===== src/rtl/yuvup_pkg.sv =====
// ----------------------------------------------------------------------------
// yuvup_pkg
// shared types and constants of the 4:1:0 to 4:2:0 chroma upsampler
// ----------------------------------------------------------------------------
package yuvup_pkg;

  localparam int MAX_WIDTH = 512;
  localparam int MAX_ROWS  = 512;

  localparam int REG_W   = 10;
  localparam int PIX_W   = 8;
  localparam int COORD_W = 10;
  localparam int COL_W   = $clog2(MAX_WIDTH);
  localparam int ROW_W   = $clog2(MAX_ROWS);
  localparam int ADDR_W  = $clog2(2 * MAX_WIDTH);
  localparam int DEPTH   = 2 * MAX_WIDTH;

  localparam logic [REG_W-1:0] WIDTH_MIN = REG_W'(2);
  localparam logic [REG_W-1:0] WIDTH_MAX = REG_W'(MAX_WIDTH);
  localparam logic [REG_W-1:0] ROWS_MIN  = REG_W'(1);
  localparam logic [REG_W-1:0] ROWS_MAX  = REG_W'(MAX_ROWS);

  localparam logic [1:0] PH_ABOVE   = 2'd0;
  localparam logic [1:0] PH_CURRENT = 2'd1;
  localparam logic [1:0] PH_BELOW   = 2'd2;

  typedef struct packed {
    logic [PIX_W-1:0] chroma_sample;
    logic             frame_start;
  } in_word_t;

  typedef struct packed {
    logic [PIX_W-1:0]   pixel_value;
    logic [COORD_W-1:0] out_row;
    logic [COORD_W-1:0] out_col;
    logic               last;
  } out_word_t;

  typedef struct packed {
    logic [REG_W-1:0] source_width;
    logic [REG_W-1:0] source_rows;
  } cfg_t;

  typedef struct packed {
    logic [3:0][PIX_W-1:0] h;
    logic [ADDR_W-1:0]     base;
    logic [ROW_W-1:0]      y;
    logic                  line_end;
    logic                  has_above;
    logic                  last_row;
  } job_t;

endpackage


===== src/rtl/yuvup_cfg.sv =====
// ----------------------------------------------------------------------------
// yuvup_cfg
// apb register file: source width and source rows
// ----------------------------------------------------------------------------
module yuvup_cfg (
  input  logic                 clk,
  input  logic                 rst,
  input  logic                 psel,
  input  logic                 penable,
  input  logic                 pwrite,
  input  logic [2:0]           paddr,
  input  logic [31:0]          pwdata,
  output logic [31:0]          prdata,
  output logic                 pready,
  output yuvup_pkg::cfg_t      cfg
);
  import yuvup_pkg::*;

  localparam logic REG_SOURCE_WIDTH = 1'b0;
  localparam logic REG_SOURCE_ROWS  = 1'b1;

  logic             wr_en;
  logic [REG_W-1:0] source_width;
  logic [REG_W-1:0] source_rows;

  assign pready = 1'b1;
  assign wr_en  = psel && penable && pwrite;

  always_ff @(posedge clk) begin
    if (rst) begin
      source_width <= WIDTH_MIN;
      source_rows  <= ROWS_MIN;
    end else if (wr_en) begin
      unique case (paddr[2])
        REG_SOURCE_WIDTH: source_width <= pwdata[REG_W-1:0];
        REG_SOURCE_ROWS:  source_rows  <= pwdata[REG_W-1:0];
        default: ;
      endcase
    end
  end

  always_comb begin
    unique case (paddr[2])
      REG_SOURCE_WIDTH: prdata = {{(32-REG_W){1'b0}}, source_width};
      REG_SOURCE_ROWS:  prdata = {{(32-REG_W){1'b0}}, source_rows};
      default:          prdata = '0;
    endcase
  end

  assign cfg.source_width = source_width;
  assign cfg.source_rows  = source_rows;

endmodule


===== config.mk =====
export PLATFORM = sky130hd
export DESIGN_NAME = yuvup_cfg
export DESIGN_NICKNAME = d
export VERILOG_FILES = /design/src/rtl/yuvup_pkg.sv /design/src/rtl/yuvup_cfg.sv
export SDC_FILE = /design/constraint.sdc
export NUM_CORES = 1
export LEC_CHECK = 0
export ABC_AREA = 1
export BUFFER_PORTS_ARGS = -buffer_cell sky130_fd_sc_hd__buf_2
export CORE_ASPECT_RATIO = 1.1
export CORE_UTILIZATION = 35
export DETAILED_ROUTE_END_ITERATION = 8
export HOLD_SLACK_MARGIN = 0.02
export PLACE_DENSITY = 0.76
export REMOVE_ABC_BUFFERS = 1
export SLEW_MARGIN = 10
export SYNTH_ARGS = -nofsm -noshare
export SYNTH_HDL_FRONTEND = slang
export SYNTH_SLANG_ARGS = --single-unit

===== constraint.sdc =====
create_clock -name clk -period 0.8 [get_ports clk]
set_input_delay 0 -clock clk [delete_from_list [all_inputs] [get_ports clk]]
set_output_delay 0 -clock clk [all_outputs]
set_load 0.01 [all_outputs]

# Yosys cells after proc, flatten, opt, wreduce, memory -nomap -nowiden

Cells that the tools add are included.

Muxes and demuxes: 1
Bitwise operators: 1
Reduce and logical (&&, ||, !) cells: 4

Operators with widths:

| cell                             | number |
|---|---|
| case mux 32 bit (2 select lines) | 1 |
| AND reduction 2 bit              | 2 |
| logical AND 1 bit                | 2 |
| NOT 1 bit                        | 1 |

Register bits after elaboration: 20
Input bits: 40

# Longest topological paths before layout

Gate-level depths: netlist (run 1).

Depth after elaboration: 3
Mapped depth: 6
Mapped depth without buffers: 5

# Least setup slack after synthesis (run 1)

No wires, ideal clock.

Path type: input -> register
Start point: in psel
End point: reg source_width[0]
Library setup time: 113 ps
Arrival time: 518 ps
Setup slack: 170 ps
Cell stages on the path: 6
Cells stage by stage: nand2_1 nor2_4 buf_6 nand3_1 nand2_1 nor2_1

Cells in the longest elaborated chain, start to end: 3

Ends and longest elaborated chain:

| element                              | line            | source |
|---|---|---|
| start: declaration                   | yuvup_cfg.sv:8  | `input logic psel,` |
| logical AND 1 bit (2 in series)      | yuvup_cfg.sv:27 | `assign wr_en = psel && penable && pwrite;` |
| AND reduction 2 bit (no source line) | --              |  |
| end signal: assignment               | yuvup_cfg.sv:35 | `REG_SOURCE_WIDTH: source_width <= pwdata[REG_W-1:0];` |
| end: declaration                     | yuvup_cfg.sv:23 | `logic [REG_W-1:0] source_width;` |

Every way passes these cells.
A chain may end at the register's enable or synchronous reset.

# Worst setup path after layout (run 1)

Start point: reg source_rows[1]
End point: out prdata[1]

Cells in the longest elaborated chain, start to end: 1

Ends and longest elaborated chain:

| element                          | line            | source |
|---|---|---|
| start: declaration               | yuvup_cfg.sv:24 | `logic [REG_W-1:0] source_rows;` |
| start signal: assignment         | yuvup_cfg.sv:36 | `REG_SOURCE_ROWS: source_rows <= pwdata[REG_W-1:0];` |
| case mux 32 bit (2 select lines) | yuvup_cfg.sv:43 | `unique case (paddr[2])` |
| end: declaration                 | yuvup_cfg.sv:13 | `output logic [31:0] prdata,` |

Every way passes these cells. The select of a mux whose other input is x is not followed.

==> results of run 1 <==
==> cell type report <==
type                            count  area (sq um)  area share
Tap cell                           34          42.5      0.0277
Multi-Input combinational cell    136           572       0.373
Inverter                           13          48.8      0.0318
Timing Repair Buffer               54           423       0.276
Sequential cell                    20           425       0.277
Clock buffer                        3          22.5      0.0147
==> worst max path at each step <==
stage	startpoint	end	slack [ns]	cells past startpoint
after floorplan	psel	source_rows[1]	0.18	5
after global placement	paddr[2]	source_rows[6]	-0.0007	5
after detailed placement	paddr[2]	source_rows[2]	-0.03	5
after CTS	source_rows[1]	prdata[1]	-0.09	3
after global routing	source_rows[6]	prdata[6]	-0.15	3
final	source_rows[1]	prdata[1]	-0.09	3
==> sequential cells by signal, summed over array words and instances (netlist names) <==
register      count
source_width     10
source_rows      10
==> worst reg2reg max path, delay by kind of cell (launching register included) <==
family | cells | cell delay, ns
AO/OA/AOI/OAI | 1 | 0.07
flip-flops | 1 | 0.35
AND/OR/NAND/NOR | 1 | 0.08
==> where the power goes <==
part           total [W]  switching [W]  internal, W
Sequential       0.00107      0.0000303      0.00104
Clock           0.000455       0.000280     0.000175
Combinational   0.000443       0.000254     0.000189
==> stage by stage <==
stage / hold slack, ns / power (W) / util / TNS [ns]
2_1_floorplan: 0.124 / 0.00130 / - / 0
3_3_place_gp: 0.229 / 0.00148 / 0.443 / -0.000833
3_5_place_dp: 0.233 / 0.00148 / 0.443 / -0.118
4_1_cts: 0.0202 / 0.00196 / 0.465 / -0.746
5_1_grt: 0.0401 / 0.00211 / 0.499 / -1.51
6_report: 0.0263 / 0.00197 / 0.499 / -0.693
==> logic make-up after synthesis <==
| family | after synthesis | synth area share |
|---|---|---|
| buf+inv | 43 | 0.227 |
| other cells | 2 | 0.00654 |
| flops | 20 | 0.349 |
| simple gates | 111 | 0.410 |
| compound gates | 2 | 0.00871 |
==> repair_timing <==
| action | CTS | global route |
|---|---|---|
| hold endpoints to repair | 2 | 0 |
| endpoints found under the setup margin | 27 | 30 |
| hold buffers | 2 | 0 |
| pin swaps | 12 | 4 |
| buffers inserted | 0 | 0 |
| resized for setup | 20 | 18 |
==> layout by cell type, fill, tap and decap left out, types with 3 or more instances in the layout <==
| master | n |
|---|---|
| nor2_4 | 3 |
| buf_2 | 29 |
| buf_6 | 16 |
| buf_4 | 5 |
| nand3_1 | 20 |
| inv_1 | 11 |
| conb_1 | 23 |
| clkbuf_4 | 3 |
| dfxtp_2 | 20 |
| nor2_1 | 36 |
| nand2_1 | 49 |
==> metal layers <==
metal  vias up  wire length, um  global-route usage
met1       484             1150               0.177
met2        39             1220               0.255
met4         0               36              0.0801
li1        588                -                   -
met3         4              142              0.0186
met5         -                0                   0
==> flow_summary.toml, run 1 <==
[cts]
insertion_delay_ns = 0.29
cts_buffers = 3
clkTransAtPathRegs_ns = 0.10
root_buffer = "clkbuf_4"
clock_path_buffers = 2
h-tree-depth = 1
cts_tree = "yes"
cts_num_sinks = 20

[yosys]
synthTopCellsByCount = "51 x nand2_1, 36 x nor2_1, 23 x buf_4"
synth_area_sq_um = 1150
ys_seq_area_frac = 0.349
synth_largest_area_cell = "dfxtp_1"
synth.avg_cell_area_sq_um = 6.45
yosysMostFrequentCell = "nand2_1"
synth_area_leaders = "dfxtp_1 35%, nand2_1 17%, buf_4 15%"
ys_ff_latch = 20
synthArstFlopShare = 0
netlist.area_leader.share = 0.349
synth-edff-count = 0
yosysWarnings = 0
synth_cell_types = 15
ys.flop_type = "dfxtp_1"
syn_inst = 178

[hold_path]
holdPathStages = 5
holdPathEnd = "source_width[7]"
hp-start = "pwdata[7]"
hold_class = "input pin to flop"

[outcome]
outcome = "finished with violations"
violations = "setup timing"

[flow_run]
cap_violations = 0

[place]
dpl_worst_slack_ns = -0.0288
dp_cells = 255
place.gp.congestion = 0.695
dp_hpwl_um = 1800
port_buffers = 45
dpl_cell_area_sq_um = 1360

[floorplanning]
die_w_um = 56.6
dieArea_sq_um = 3510
ios = 93
die_h_um = 62.1
rows = 21
initial_core_util = 0.374
fp.coreArea_sq_um = 3070

[global_routing]
grt_pass1_wl_um = 3980
grt_overflow = 0
antenna_found_initial = 0
grt_usage = 0.146
grt_max_degree = 21
grt_pass1_vias = 894

[route]
vias_per_cell = 4.29
post-route-drc-count = 0
wire_per_inst_um = 9.78
num_vias = 1115
ant_nets = 0
drt-pass1-iter-count = 4
drt_wl_total_um = 2540
drt-initial-drc-count = 19

[power]
ir_worst_vdd_uv = 626
leakage_nw = 0.825
power.density_nw_per_um2 = 1280

[critical_path]
r2r_slack_ns = 0.20
worstPathCellList = "nand2_1 -> nand2_1 -> buf_2"
crit_slowest_cell = "dfxtp_2"
crit_buf_inv = 1
timing.rr.end = "source_width[1]"
reg2regPathDepth = 2
max_stage_delay_ns = 0.37
path_class = "flop to output pin"
r2r-start = "source_width[1]"
critPathTopFamily = "flip-flops"
cp.required_ns = 0.80
arrival_ns = 0.89
worstSetupStartpointType = "flop"
path_max_fanout = 3
crit_top_cell = "nand2_1"
end_kind = "output pin"

[sta]
setup_violations = 10
fin_crit_sh = 1.11
period_minus_slack_ns = 0.887
rsz0062_at_grt = "true"
setup_ws_ns = -0.0869
drv_slew = 0
skew_ns = 0
timing.fmax_mhz = 1130
hold_viol = 0

[layout]
fin_cells = 260
drive_above_1_share = 0.367
diodes = 0
fin_area_sq_um = 1530
nets = 268
area_delta_synth_final_pct = 33.6
fillers = 321
(Power assumes the default switching activity.)
==> run 2: changes to the inputs <==
--- a/config.mk
+++ b/config.mk
@@ -14,3 +14,3 @@
 export PLACE_DENSITY = 0.76
-export REMOVE_ABC_BUFFERS = 1
+export SETUP_SLACK_MARGIN = 0.5
 export SLEW_MARGIN = 10
--- a/constraint.sdc
+++ b/constraint.sdc
@@ -3,2 +3,2 @@
 set_output_delay 0 -clock clk [all_outputs]
-set_load 0.01 [all_outputs]
+set_load 0.02 [all_outputs]
==> flow_summary.toml, run 2 (synthesis results as in run 1) <==
[place]
dpl_cell_area_sq_um = 1630
port_buffers = 45
place.gp.congestion = 0.708
dpl_worst_slack_ns = -0.0604
dp_hpwl_um = 1910

[critical_path]
path_class = "flop to output pin"
worstSetupStartpointType = "flop"
timing.rr.end = "source_rows[9]"
reg2regPathDepth = 3
r2r_slack_ns = 0.11
end_kind = "output pin"
arrival_ns = 0.90
cp.required_ns = 0.80
path_max_fanout = 3
r2r-start = "source_rows[9]"

[sta]
period_minus_slack_ns = 0.902
finalSetupTns_ns = -0.962
timing.hold.ws_ns = -0.0503
drv_slew = 0
setup_ws_ns = -0.102
rsz0062_at_grt = "true"
setup_violations = 13
hold_viol = 2
skew_ns = 0
timing.fmax_mhz = 1110
fin_crit_sh = 1.13

[layout]
top_regs = "source_rows (10), source_width (10)"
final_core_util = 0.662
diodes = 0
area_delta_synth_final_pct = 77.1
fin_area_sq_um = 2030
nets = 270
drive_above_1_share = 0.572
layout_commonest_cell = "buf_6"
layout_common_cells = "32 x buf_6, 29 x nand2_4, 24 x nor2_1"
fillers = 258

[power]
p_comb_frac = 0.315
internal_power_w = 0.00146
p_sw_frac = 0.345
power_frac_clock = 0.215
seqPwrFrac = 0.470
ir_worst_vdd_uv = 861
power.density_nw_per_um2 = 1090
p_total_w = 0.00222
switchingPower_w = 0.000767
leakage_nw = 1.06

[cts]
h-tree-depth = 1
clock_path_buffers = 2
insertion_delay_ns = 0.29
cts_num_sinks = 20
clkTransAtPathRegs_ns = 0.11
cts_buffers = 3
cts_tree = "yes"
root_buffer = "clkbuf_4"

[flow_run]
cap_violations = 0

[floorplanning]
die_w_um = 56.6
dieArea_sq_um = 3510
initial_core_util = 0.374
die_h_um = 62.1
fp.coreArea_sq_um = 3070
rows = 21
ios = 93

[route]
vias_per_cell = 4.51
drt-initial-drc-count = 28
post-route-drc-count = 0
drt-pass1-iter-count = 4
ant_nets = 0
wire_per_inst_um = 10.6
num_vias = 1185
drt_wl_total_um = 2790

[hold_path]
hold_class = "input pin to flop"
hp-start = "pwdata[1]"
holdPathStages = 3
holdPathEnd = "source_width[1]"

[global_routing]
grt_max_degree = 21
antenna_found_initial = 0
grt_pass1_wl_um = 4290
grt_overflow = 0
grt_usage = 0.157
grt_pass1_vias = 983

[outcome]
violations = "hold timing, setup timing"
outcome = "finished with violations"
## run 2: cell count changes in the layout (fill, tap and decap cells not counted), moves of 4 or more
cell	before	now
buf_2	29	15
buf_12	2	6
buf_6	16	32
nor2_1	36	24
nor2_2	0	9
dfxtp_4	0	20
nand2_4	0	29
dfxtp_2	20	0
nand2_1	49	20
## run 2: repair_timing
item,4_1_cts,5_1_grt
endpoints found under the setup margin,50,50
endpoints found under the hold margin,2,2
gates cloned,0,0
setup buffers,0,5
gates resized for setup,77,19
pin swaps,30,5
## run 2: cell type report
class | count | area (sq um) | share of cell area
clock buffers | 3 | 22.5 | 0.0111
clock inverters | 1 | 3.75 | 0.00185
inverters | 13 | 48.8 | 0.0240
multi-input cells | 136 | 863 | 0.424
flip-flops and latches | 20 | 475 | 0.234
well taps | 34 | 42.5 | 0.0209
repair buffers | 56 | 578 | 0.284
## run 2: metal layers
layer / wire, um / GRT usage / vias up / share of wire
met1: 1190 / 0.180 / 547 / 0.43
met3: 99 / 0.0186 / 2 / 0.035
met2: 1480 / 0.306 / 38 / 0.53
met5: 0 / 0 / - / 0
met4: 19 / 0.0523 / 0 / 0.0068
li1: - / - / 598 / -
## run 2: per-stage QoR
step,std cells,hold slack [ns]
after floorplan,199,0.125
after global placement,254,0.235
after detailed placement,254,0.241
after CTS,258,-0.0740
after global routing,263,-0.0532
final,263,-0.0503
## run 2: worst max-delay path by stage
stage                     slack (ns)               to             from
final                          -0.10        prdata[3]  source_width[3]
after global routing           -0.14        prdata[2]  source_width[2]
after floorplan                 0.18  source_width[1]  source_width[1]
after CTS                      -0.11        prdata[3]  source_width[3]
after global placement         -0.03  source_width[5]             psel
after detailed placement       -0.06  source_width[9]             psel
## run 2: power groups by stage
stage | sequential [W] | combinational (W) | clock (W)
floorplan | 0.00108 | 0.000428 | 0
detailed placement | 0.00104 | 0.000571 | 0
CTS | 0.00104 | 0.000663 | 0.000496
global placement | 0.00104 | 0.000564 | 0
finish | 0.00104 | 0.000701 | 0.000478
global route | 0.00105 | 0.000754 | 0.000534
## run 2: worst max-delay path: stages, from the launching register on
cell and delay (ns):
dfxtp_4 0.40, nand2_4 0.06, nand2_4 0.06, buf_6 0.10
